$ cat config.mk
export PLATFORM = sky130hd
export DESIGN_NAME = ttl_message_buffer
export DESIGN_NICKNAME = d
export VERILOG_FILES = /design/src/rtl/ttlmb_pkg.sv /design/src/rtl/ttlmb_ctrl.sv /design/src/rtl/ttlmb_datapath.sv /design/src/rtl/ttl_message_buffer.sv
export SDC_FILE = /design/constraint.sdc
export NUM_CORES = 2
export LEC_CHECK = 0
export BUFFER_PORTS_ARGS = -buffer_cell sky130_fd_sc_hd__buf_2
export CORE_UTILIZATION = 40
export CTS_CLUSTER_DIAMETER = 150
export DETAILED_ROUTE_END_ITERATION = 10
export GPL_TIMING_DRIVEN = 1
export SLEW_MARGIN = 20
export SYNTH_ARGS = -nofsm -noshare
export SYNTH_HDL_FRONTEND = slang
export SYNTH_HIERARCHICAL = 1
export SYNTH_SLANG_ARGS = --single-unit
$ cat constraint.sdc
create_clock -name clock -period 20.9 [get_ports clock]
set_input_delay 1.045 -clock clock [delete_from_list [all_inputs] [get_ports clock]]
set_output_delay 1.045 -clock clock [all_outputs]
set_load 0.05 [all_outputs]
$ cat src/rtl/ttlmb_pkg.sv
// Shared types and constants of the time-to-live message buffer.
// Holds operation codes, controller states and the controller/datapath
// command and status structs. No dependencies.
`timescale 1ns / 1ps

package ttlmb_pkg;

   // Fixed field widths of the stream ports
   localparam int PAYLOAD_BITS = 64;
   localparam int AGE_BITS     = 16;
   localparam int COUNT_BITS   = 5;
   localparam int REQ_TDATA_BITS = 64;
   localparam int RSP_TDATA_BITS = 88;
   localparam int RSP_TUSER_BITS = 2;

   // Defaults for the top-level parameters
   localparam int DEPTH_DEFAULT         = 16;
   localparam int PAYLOAD_WIDTH_DEFAULT = 64;

   // Time-to-live after reset
   localparam logic [AGE_BITS-1:0] TTL_RESET = 16'd10;

   // Operation codes carried in req_tuser
   typedef enum logic [1:0] {
      FUNC_TICK  = 2'd0,
      FUNC_ADD   = 2'd1,
      FUNC_READ  = 2'd2,
      FUNC_CLEAR = 2'd3
   } func_type;

   // Controller states
   typedef enum logic [3:0] {
      ST_IDLE,
      ST_ADD,
      ST_CLEAR,
      ST_TICK,
      ST_READ,
      ST_PUSH,
      ST_STATUS,
      ST_DROP,
      ST_EMPTY
   } state_type;

   // Commands from controller to datapath
   typedef struct packed {
      logic latch;         // transaction accepted: capture payload, rewind walk
      logic add_write;     // append the captured payload if not full
      logic clear;         // empty the buffer
      logic tick_step;     // one step of the aging and compaction walk
      logic tick_commit;   // take the compacted count
      logic rd_first;      // read the entry under the walk index
      logic rd_next;       // read the following entry and advance the index
      logic out_status;    // load a status result
      logic status_drop;   // status result flags a refused add
      logic status_empty;  // status result flags an empty read
      logic out_entry;     // load an entry result from the read data
   } dp_cmd_type;

   // Status from datapath to controller
   typedef struct packed {
      logic full;
      logic count_zero;
      logic tick_done;
      logic entry_last;
      logic out_free;
   } dp_stat_type;

endpackage

$ cat src/rtl/ttlmb_ctrl.sv
// Controller of the time-to-live message buffer: sequences each operation.
// Depends on ttlmb_pkg; drives the datapath through dp_cmd_type.
`timescale 1ns / 1ps

module ttlmb_ctrl
   import ttlmb_pkg::*;
(
   input  logic        clock,
   input  logic        reset,
   input  logic        req_tvalid,
   output logic        req_tready,
   input  logic [1:0]  req_func,
   input  dp_stat_type stat,
   output dp_cmd_type  cmd
);

   state_type state_ff;
   state_type state_in;
   func_type  func;

   assign func = func_type'(req_func);

   // State register
   always_ff @(posedge clock) begin
      if (reset) begin
         state_ff <= ST_IDLE;
      end else begin
         state_ff <= state_in;
      end
   end

   // Next state
   always_comb begin
      state_in = state_ff;
      unique case (state_ff)
         ST_IDLE: begin
            if (req_tvalid) begin
               unique case (func)
                  FUNC_TICK:  state_in = ST_TICK;
                  FUNC_ADD:   state_in = ST_ADD;
                  FUNC_READ:  state_in = ST_READ;
                  FUNC_CLEAR: state_in = ST_CLEAR;
               endcase
            end
         end
         ST_ADD:   state_in = stat.full ? ST_DROP : ST_STATUS;
         ST_CLEAR: state_in = ST_STATUS;
         ST_TICK: begin
            if (stat.tick_done) state_in = ST_STATUS;
         end
         ST_READ:  state_in = stat.count_zero ? ST_EMPTY : ST_PUSH;
         ST_PUSH: begin
            if (stat.out_free && stat.entry_last) state_in = ST_IDLE;
         end
         ST_STATUS, ST_DROP, ST_EMPTY: begin
            if (stat.out_free) state_in = ST_IDLE;
         end
         default: state_in = ST_IDLE;
      endcase
   end

   // Outputs
   always_comb begin
      cmd        = '0;
      req_tready = 1'b0;
      unique case (state_ff)
         ST_IDLE: begin
            req_tready = 1'b1;
            cmd.latch  = req_tvalid;
         end
         ST_ADD:   cmd.add_write = 1'b1;
         ST_CLEAR: cmd.clear = 1'b1;
         ST_TICK: begin
            cmd.tick_step   = 1'b1;
            cmd.tick_commit = stat.tick_done;
         end
         ST_READ:  cmd.rd_first = !stat.count_zero;
         ST_PUSH: begin
            cmd.out_entry = stat.out_free;
            cmd.rd_next   = stat.out_free && !stat.entry_last;
         end
         ST_STATUS: cmd.out_status = stat.out_free;
         ST_DROP: begin
            cmd.out_status  = stat.out_free;
            cmd.status_drop = 1'b1;
         end
         ST_EMPTY: begin
            cmd.out_status   = stat.out_free;
            cmd.status_empty = 1'b1;
         end
         default: cmd = '0;
      endcase
   end

endmodule

$ cat src/rtl/ttlmb_datapath.sv
// Datapath of the time-to-live message buffer: entry memory, counters,
// time-to-live register and result register. Depends on ttlmb_pkg.
`timescale 1ns / 1ps

module ttlmb_datapath
   import ttlmb_pkg::*;
#(
   parameter int DEPTH         = DEPTH_DEFAULT,
   parameter int PAYLOAD_WIDTH = PAYLOAD_WIDTH_DEFAULT
) (
   input  logic                    clock,
   input  logic                    reset,
   input  dp_cmd_type              cmd,
   output dp_stat_type             stat,
   input  logic [PAYLOAD_BITS-1:0] req_payload,
   input  logic                    csr_valid,
   input  logic [AGE_BITS-1:0]     csr_data,
   output logic                    rsp_tvalid,
   input  logic                    rsp_tready,
   output logic [PAYLOAD_BITS-1:0] rsp_payload,
   output logic [AGE_BITS-1:0]     rsp_age,
   output logic                    rsp_last,
   output logic                    rsp_empty,
   output logic                    rsp_dropped,
   output logic [COUNT_BITS-1:0]   rsp_count
);

   localparam int AW = $clog2(DEPTH);
   localparam int CW = $clog2(DEPTH + 1);

   // Entry memory
   logic [PAYLOAD_WIDTH-1:0] pay_mem [DEPTH];
   logic [AGE_BITS-1:0]      age_mem [DEPTH];

   logic [CW-1:0]            count_ff, count_in;
   logic [CW-1:0]            idx_ff, idx_in;
   logic [CW-1:0]            keep_ff, keep_in;
   logic                     rd_pend_ff;
   logic [AGE_BITS-1:0]      ttl_ff;
   logic [PAYLOAD_WIDTH-1:0] pay_ff;
   logic [PAYLOAD_WIDTH-1:0] rd_pay_ff;
   logic [AGE_BITS-1:0]      rd_age_ff;

   logic                     out_valid_ff, out_valid_in;
   logic [PAYLOAD_BITS-1:0]  out_pay_ff;
   logic [AGE_BITS-1:0]      out_age_ff;
   logic                     out_last_ff;
   logic                     out_empty_ff;
   logic                     out_drop_ff;
   logic [COUNT_BITS-1:0]    out_count_ff;

   logic [CW-1:0]            idx_inc;
   logic                     full;
   logic                     walk_more;
   logic                     tick_issue;
   logic                     tick_keep;
   logic                     rd_en;
   logic [AW-1:0]            rd_addr;
   logic                     wr_en;
   logic [AW-1:0]            wr_addr;
   logic [PAYLOAD_WIDTH-1:0] wr_pay;
   logic [AGE_BITS-1:0]      wr_age;
   logic                     out_free;
   logic                     out_load;

   // Walk and address decode
   assign idx_inc    = idx_ff + CW'(1);
   assign full       = (count_ff == CW'(DEPTH));
   assign walk_more  = (idx_ff < count_ff);
   assign tick_issue = cmd.tick_step && walk_more;
   assign tick_keep  = rd_pend_ff && (rd_age_ff < ttl_ff);
   assign rd_en      = tick_issue || cmd.rd_first || cmd.rd_next;
   assign rd_addr    = cmd.rd_next ? idx_inc[AW-1:0] : idx_ff[AW-1:0];
   assign wr_en      = (cmd.add_write && !full) || tick_keep;
   assign wr_addr    = cmd.add_write ? count_ff[AW-1:0] : keep_ff[AW-1:0];
   assign wr_pay     = cmd.add_write ? pay_ff : rd_pay_ff;
   assign wr_age     = cmd.add_write ? '0 : rd_age_ff + AGE_BITS'(1);

   // Memory write and registered read; compaction writes only below the read index
   always_ff @(posedge clock) begin
      if (wr_en) begin
         pay_mem[wr_addr] <= wr_pay;
         age_mem[wr_addr] <= wr_age;
      end
      if (rd_en) begin
         rd_pay_ff <= pay_mem[rd_addr];
         rd_age_ff <= age_mem[rd_addr];
      end
   end

   // Counter next values
   always_comb begin
      count_in = count_ff;
      priority if (cmd.clear) begin
         count_in = '0;
      end else if (cmd.add_write && !full) begin
         count_in = count_ff + CW'(1);
      end else if (cmd.tick_commit) begin
         count_in = keep_ff;
      end

      idx_in = idx_ff;
      priority if (cmd.latch) begin
         idx_in = '0;
      end else if (tick_issue || cmd.rd_next) begin
         idx_in = idx_inc;
      end

      keep_in = keep_ff;
      priority if (cmd.latch) begin
         keep_in = '0;
      end else if (tick_keep) begin
         keep_in = keep_ff + CW'(1);
      end
   end

   // Control registers
   always_ff @(posedge clock) begin
      if (reset) begin
         count_ff   <= '0;
         idx_ff     <= '0;
         keep_ff    <= '0;
         rd_pend_ff <= 1'b0;
         ttl_ff     <= TTL_RESET;
      end else begin
         count_ff   <= count_in;
         idx_ff     <= idx_in;
         keep_ff    <= keep_in;
         rd_pend_ff <= tick_issue;
         if (csr_valid) ttl_ff <= csr_data;
      end
   end

   // Capture the payload of an accepted transaction
   always_ff @(posedge clock) begin
      if (cmd.latch) pay_ff <= req_payload[PAYLOAD_WIDTH-1:0];
   end

   // Result register: load when empty or being drained
   assign out_free     = !out_valid_ff || rsp_tready;
   assign out_load     = cmd.out_status || cmd.out_entry;
   assign out_valid_in = out_load ? 1'b1 : (rsp_tready ? 1'b0 : out_valid_ff);

   always_ff @(posedge clock) begin
      if (reset) begin
         out_valid_ff <= 1'b0;
      end else begin
         out_valid_ff <= out_valid_in;
      end
   end

   always_ff @(posedge clock) begin
      if (cmd.out_entry) begin
         out_pay_ff   <= PAYLOAD_BITS'(rd_pay_ff);
         out_age_ff   <= rd_age_ff;
         out_last_ff  <= (idx_inc == count_ff);
         out_empty_ff <= 1'b0;
         out_drop_ff  <= 1'b0;
         out_count_ff <= COUNT_BITS'(count_ff);
      end else if (cmd.out_status) begin
         out_pay_ff   <= '0;
         out_age_ff   <= '0;
         out_last_ff  <= 1'b1;
         out_empty_ff <= cmd.status_empty;
         out_drop_ff  <= cmd.status_drop;
         out_count_ff <= COUNT_BITS'(count_ff);
      end
   end

   // Status to controller
   assign stat.full       = full;
   assign stat.count_zero = (count_ff == '0);
   assign stat.tick_done  = !walk_more && !rd_pend_ff;
   assign stat.entry_last = (idx_inc == count_ff);
   assign stat.out_free   = out_free;

   assign rsp_tvalid  = out_valid_ff;
   assign rsp_payload = out_pay_ff;
   assign rsp_age     = out_age_ff;
   assign rsp_last    = out_last_ff;
   assign rsp_empty   = out_empty_ff;
   assign rsp_dropped = out_drop_ff;
   assign rsp_count   = out_count_ff;

endmodule

$ cat src/rtl/ttl_message_buffer.sv
// Top level of the time-to-live message buffer.
// Depends on ttlmb_pkg, ttlmb_ctrl and ttlmb_datapath.
`timescale 1ns / 1ps
//
// Usage:
//   req_* carries one operation per transaction: req_tuser selects tick, add,
//   read or clear, req_tdata the payload used by add. rsp_* returns results;
//   rsp_tlast marks the final result of an operation. csr_* writes the
//   time-to-live register; the user must write it only while the buffer is
//   idle, which the block itself does not enforce; csr_ready is always high.
// Sequence (from accept to the result valid, with a free result register):
//   add and clear pass through their own state and then a status state,
//   which loads the result register; tick walks the live_count entries
//   taken before the tick, by one memory read port with compaction writes
//   behind it, then loads its status; read fetches its first entry in the
//   read state, then loads one entry per cycle while the result register is
//   free. The next transaction is accepted in the cycle after the final
//   result is loaded into the result register, even while it still waits.
// Reset: the buffer is empty and the time-to-live register holds 10.
// Stall: while rsp_tready is low the result register holds; a read walk
//   pauses on its current entry and resumes when the result is taken.

module ttl_message_buffer
   import ttlmb_pkg::*;
#(
   parameter int DEPTH         = DEPTH_DEFAULT,
   parameter int PAYLOAD_WIDTH = PAYLOAD_WIDTH_DEFAULT
) (
   input  logic                      clock,
   input  logic                      reset,
   input  logic                      req_tvalid,
   output logic                      req_tready,
   input  logic [REQ_TDATA_BITS-1:0] req_tdata,   // [63:0] payload
   input  logic [1:0]                req_tuser,   // [1:0] func
   output logic                      rsp_tvalid,
   input  logic                      rsp_tready,
   output logic [RSP_TDATA_BITS-1:0] rsp_tdata,   // [63:0] entry_payload,
                                                  // [79:64] entry_age,
                                                  // [84:80] live_count, zero fill
   output logic                      rsp_tlast,   // is_last
   output logic [RSP_TUSER_BITS-1:0] rsp_tuser,   // [0] is_empty, [1] dropped
   input  logic                      csr_valid,
   output logic                      csr_ready,
   input  logic [AGE_BITS-1:0]       csr_data     // time_to_live
);

   dp_cmd_type              cmd;
   dp_stat_type             stat;
   logic [PAYLOAD_BITS-1:0] rsp_payload;
   logic [AGE_BITS-1:0]     rsp_age;
   logic                    rsp_empty;
   logic                    rsp_dropped;
   logic [COUNT_BITS-1:0]   rsp_count;

   ttlmb_ctrl u_ctrl (
      .clock      (clock),
      .reset      (reset),
      .req_tvalid (req_tvalid),
      .req_tready (req_tready),
      .req_func   (req_tuser),
      .stat       (stat),
      .cmd        (cmd)
   );

   ttlmb_datapath #(
      .DEPTH         (DEPTH),
      .PAYLOAD_WIDTH (PAYLOAD_WIDTH)
   ) u_datapath (
      .clock       (clock),
      .reset       (reset),
      .cmd         (cmd),
      .stat        (stat),
      .req_payload (req_tdata),
      .csr_valid   (csr_valid),
      .csr_data    (csr_data),
      .rsp_tvalid  (rsp_tvalid),
      .rsp_tready  (rsp_tready),
      .rsp_payload (rsp_payload),
      .rsp_age     (rsp_age),
      .rsp_last    (rsp_tlast),
      .rsp_empty   (rsp_empty),
      .rsp_dropped (rsp_dropped),
      .rsp_count   (rsp_count)
   );

   // Pack the result transaction
   assign rsp_tdata = {
      {(RSP_TDATA_BITS - PAYLOAD_BITS - AGE_BITS - COUNT_BITS){1'b0}},
      rsp_count, rsp_age, rsp_payload
   };
   assign rsp_tuser = {rsp_dropped, rsp_empty};
   assign csr_ready = 1'b1;

   // One operation at a time
   a_one_op: assert property (@(posedge clock) disable iff (reset)
      (req_tvalid && req_tready) |=> !req_tready)
      else $error("transaction accepted while an operation is in flight");

   // An empty read reports nothing live and no payload
   a_empty_read: assert property (@(posedge clock) disable iff (reset)
      (rsp_tvalid && rsp_empty) |->
         (rsp_tlast && rsp_count == '0 && rsp_payload == '0 && rsp_age == '0))
      else $error("empty read result carries data");

   // A refused add happens only on a full buffer
   a_drop_full: assert property (@(posedge clock) disable iff (reset)
      (rsp_tvalid && rsp_dropped) |-> (rsp_tlast && rsp_count == COUNT_BITS'(DEPTH)))
      else $error("add refused while buffer not full");

   // Empty and dropped never mark the same result
   a_flags: assert property (@(posedge clock) disable iff (reset)
      rsp_tvalid |-> $onehot0(rsp_tuser))
      else $error("empty and dropped both set");

endmodule
==> results.txt <==
----------------------------------------------------
[Floorplan]
  Initial standard-cell utilization of the core ... 40.5%
  Row count ... 140
  I/O pin count ... 181
  Chip width ... 386 um
  Area enclosed by the die boundary ... 149000 um^2
  Vertical die dimension ... 386 um
  Core Area ... 146000 um^2

[Finish]
  Layout area overhead ... 14.0%
  # fillers ... 12000
  Non-filler instance count after layout ... 4989
  Share of layout cells above drive strength 1 ... 28.3%
  Net count of the finished layout ... 3052

[Global route]
  Initial antenna violation count ... 1
  Overflow left after global routing ... 0
  Gr usage total ... 18.4%
  Maximum number of pins on one net before global-route repair ... 155
  First-pass GRT wire length ... 201000 um
  Via count of the first global-routing pass ... 29700

[Timing]
  Post-route fraction of the period consumed by the critical path ... 35.3%
  Period minus WS final ... 7.37 ns
  Maximum clock rate ... 0.136 GHz
  Clock skew after layout ... 0.0290 ns
  Total negative slack for setup checks ... 0 ns
  Setup repair after global routing missed its margin ... no
  Number of hold-slack violations in the final timing report ... 0
  Actual slew at the worst max-slew pin ... 1.09 ns
  Max-slew headroom at the worst pin ... 27.4%
  Count of pins over their slew limit ... 0
  Final Setup Violations ... 0
  Worst hold-check slack ... 0.433 ns

[Placement]
  Placed Cells ... 4690
  Post-detailed-placement half-perimeter wirelength ... 66500 um
  RD Place Congestion ... 0.764
  Quantity of I/O buffers inserted on ports ... 176

[Yosys]
  Synth area leaders ... sky130_fd_sc_hd__edfxtp_1 77%, sky130_fd_sc_hd__mux4_2 12%, sky130_fd_sc_hd__a221o_1 1.4%
  Average cell area after synthesis ... 21.9 um^2
  Portion of synthesized cell area occupied by the leading cell type ... 76.7%
  Asr flop ratio synth ... 0%
  Count of flip-flops with a built-in enable after synthesis ... 1510
  Synth top cells by count ... 1510 x sky130_fd_sc_hd__edfxtp_1, 320 x sky130_fd_sc_hd__mux4_2, 85 x sky130_fd_sc_hd__and2_1, 81 x sky130_fd_sc_hd__a22o_1, 80 x sky130_fd_sc_hd__a221o_1
  Number of different library cells in the post-synthesis netlist ... 54
  Yosys Warn Count ... 6
  Cell taking the most area after synthesis ... sky130_fd_sc_hd__edfxtp_1
  Gate Count Post-Synth ... 2694
  Most frequent cell after synthesis ... sky130_fd_sc_hd__edfxtp_1
  Post-synthesis register bit count ... 1549
  Sequential cell area fraction in the yosys report ... 78.0%
  Most instantiated flip-flop cell in the synthesis netlist ... sky130_fd_sc_hd__edfxtp_1
  Cell area after synthesis ... 59100 um^2

[Route]
  Vias post-DR ... 28300
  Number of nets still failing antenna checks after routing ... 0
  Total length of routed wires ... 138000 um
  Number of iterations in the first detailed-routing pass ... 8
  Post-route DRC violation count ... 0
  Initial detailed-routing violation count ... 2502
  Routed wirelength normalized by instance count ... 27.6 um
  Number of vias per cell ... 5.66

[Clocking]
  Clock transition at the register clock pins on the worst setup and hold paths after CTS ... 0.06 ns
  TritonCTS clock tree ... yes
  Sinks on Clock Net ... 1549
  Root cell of the clock tree ... sky130_fd_sc_hd__clkbuf_16
  Quantity of gates resized following cts ... 0
  Number of buffers inserted during clock tree synthesis ... 162
  Post-CTS setup buffer count ... 0
  Skew-Pair Late Insertion Delay ... 0.79 ns
  Number of levels the H-tree was split into ... 4
  Hold-fix buffers, CTS ... 0
  Maximum count of clock buffers along a single path ... 3

[Worst setup path]
  CP endpoint kind ... register
  Type of element launching the critical path ... register
  Kind of critical path ... reg -> reg
  Launch instance of the worst register-to-register path ... u_datapath/idx_ff[0]
  Depth of the most critical reg-to-reg path ... 14
  Worst-case register-to-register setup slack ... 13.53 ns
  Required arrival time at the worst endpoint ... 21.43 ns
  Worst reg2reg endpoint ... u_datapath/rd_pay_ff[42]
  Worst EP arrival ... 7.90 ns
  Crit Path Max Fanout ... 114

[Power and ir drop]
  Design internal power ... 5.60 mW
  Reg power frac ... 51.0%
  Power dissipated by switching net loads ... 1.86 mW
  Switching share of power ... 24.9%
  Power Dens Cells ... 111 nW/um^2
  IR Drop Worst-Case VDD ... 0.0906 mV
  LEAKAGE ... 22.0 nW
  Part of the power in the clock network ... 37.2%
  Comb power frac ... 11.8%

[Flow run]
  Max-cap check violation count ... 0

[Worst hold path]
  End point of the worst hold path ... u_datapath/pay_ff[47]
  Worst min path class ... in -> reg
  Instance count along the most critical hold path ... 1
  Start point of the worst hold path ... req_tdata[47]

[Run status]
  Outcome ... complete, no violations

----------------------------------------------------
worst max-delay path, cell delays in order (launching register included):
cell and delay (ns):
sky130_fd_sc_hd__dfxtp_1 0.50, sky130_fd_sc_hd__ha_1 0.45, sky130_fd_sc_hd__nand3_1 0.15, sky130_fd_sc_hd__o21ai_0 0.19, sky130_fd_sc_hd__o21ai_0 0.13, sky130_fd_sc_hd__nor4_1 0.70, sky130_fd_sc_hd__nor2b_1 0.44, sky130_fd_sc_hd__xnor2_4 0.25
sky130_fd_sc_hd__buf_4 0.68, sky130_fd_sc_hd__buf_12 0.66, sky130_fd_sc_hd__buf_4 0.93, sky130_fd_sc_hd__buf_4 0.67, sky130_fd_sc_hd__mux4_2 0.60, sky130_fd_sc_hd__a22o_1 0.25, sky130_fd_sc_hd__a221o_1 0.26
layout make-up:
class	instances	area, um^2	share of cell area, %
clock inverters	100	870	1.29
flip-flops and latches	1549	46100	68.4
diodes	2	5.00	0.00743
multi-input cells	969	12300	18.3
inverters	27	104	0.154
well taps	1917	2400	3.56
repair buffers	228	1350	2.00
clock buffers	197	4230	6.27
worst max path at each step:
stage	endpoint	startpoint
after CTS	u_datapath/rd_pay_ff[33]	u_datapath/idx_ff[0]
final	u_datapath/rd_pay_ff[42]	u_datapath/idx_ff[0]
after floorplan	u_datapath/age_mem[3][0]	u_datapath/rd_age_ff[11]
after global placement	u_datapath/rd_pay_ff[44]	rsp_tready
after detailed placement	u_datapath/rd_pay_ff[42]	rsp_tready
after global routing	u_datapath/rd_pay_ff[42]	u_datapath/idx_ff[0]
power by group through the flow:
| stage | clock [mW] | sequential (mW) | combinational (mW) |
|---|---|---|---|
| after floorplan | 0 | 3.97 | 0.517 |
| after global placement | 0 | 3.87 | 0.853 |
| after detailed placement | 0 | 3.87 | 0.893 |
| after CTS | 2.83 | 3.81 | 0.895 |
| after global routing | 2.95 | 3.82 | 0.947 |
| final | 2.77 | 3.81 | 0.880 |
kinds of logic after synthesis:
kind of cell    Yosys count  synth area share [%]
other cells               2                0.0127
mux                     405                  13.8
simple gates            277                  2.50
flops                  1549                  78.0
xor+xnor                 24                 0.368
buf+inv                 178                  1.45
compound gates          231                  3.28
fa+ha+maj                28                 0.593
state kept, by name, indices dropped and copies added (netlist names), 5 cells and up:
name	flops
u_datapath/pay_mem	1024
u_datapath/rd_age_ff	16
u_datapath/pay_ff	64
u_datapath/rsp_count	5
u_datapath/ttl_ff	16
u_datapath/rsp_age	16
u_datapath/keep_ff	5
u_datapath/age_mem	256
u_datapath/count_ff	5
u_datapath/rd_pay_ff	64
u_datapath/rsp_payload	64
u_datapath/idx_ff	5
layer usage:
layer	routed length (um)	vias to the layer above	GRT usage [%]
met5	0	-	0
met4	2370	0	4.34
met3	8470	197	3.43
met2	68100	983	30.5
met1	58900	15300	25.1
li1	-	11800	-
placed cells by master (no fill, tap or decap), drive strengths merged, types with 19 or more instances in the layout:
cell type / netlist / routed
nand2: 26 / 26
inv: 27 / 41
mux4: 320 / 320
mux2: 64 / 64
buf: 82 / 228
and2: 85 / 85
dfxtp: 39 / 39
nor2: 69 / 69
mux2i: 21 / 21
edfxtp: 1510 / 1510
o21ai: 21 / 21
clkinv: 0 / 69
clkbuf: 69 / 197
ha: 28 / 28
nand3: 19 / 19
a221o: 80 / 80
nor3: 22 / 22
a22o: 81 / 81
stage by stage:
stage                     setup slack (ns)  cell area, um^2  util (%)  power, mW
after global placement               13.36            62300      42.6       4.72
final                                13.53            67400      46.1       7.46
after global routing                 13.00            67400      46.1       7.71
after floorplan                      13.11            59100         -       4.49
after CTS                            13.44            67400      46.1       7.54
after detailed placement             13.16            62300      42.6       4.77
Note: power is estimated with default switching activity, not from simulation.
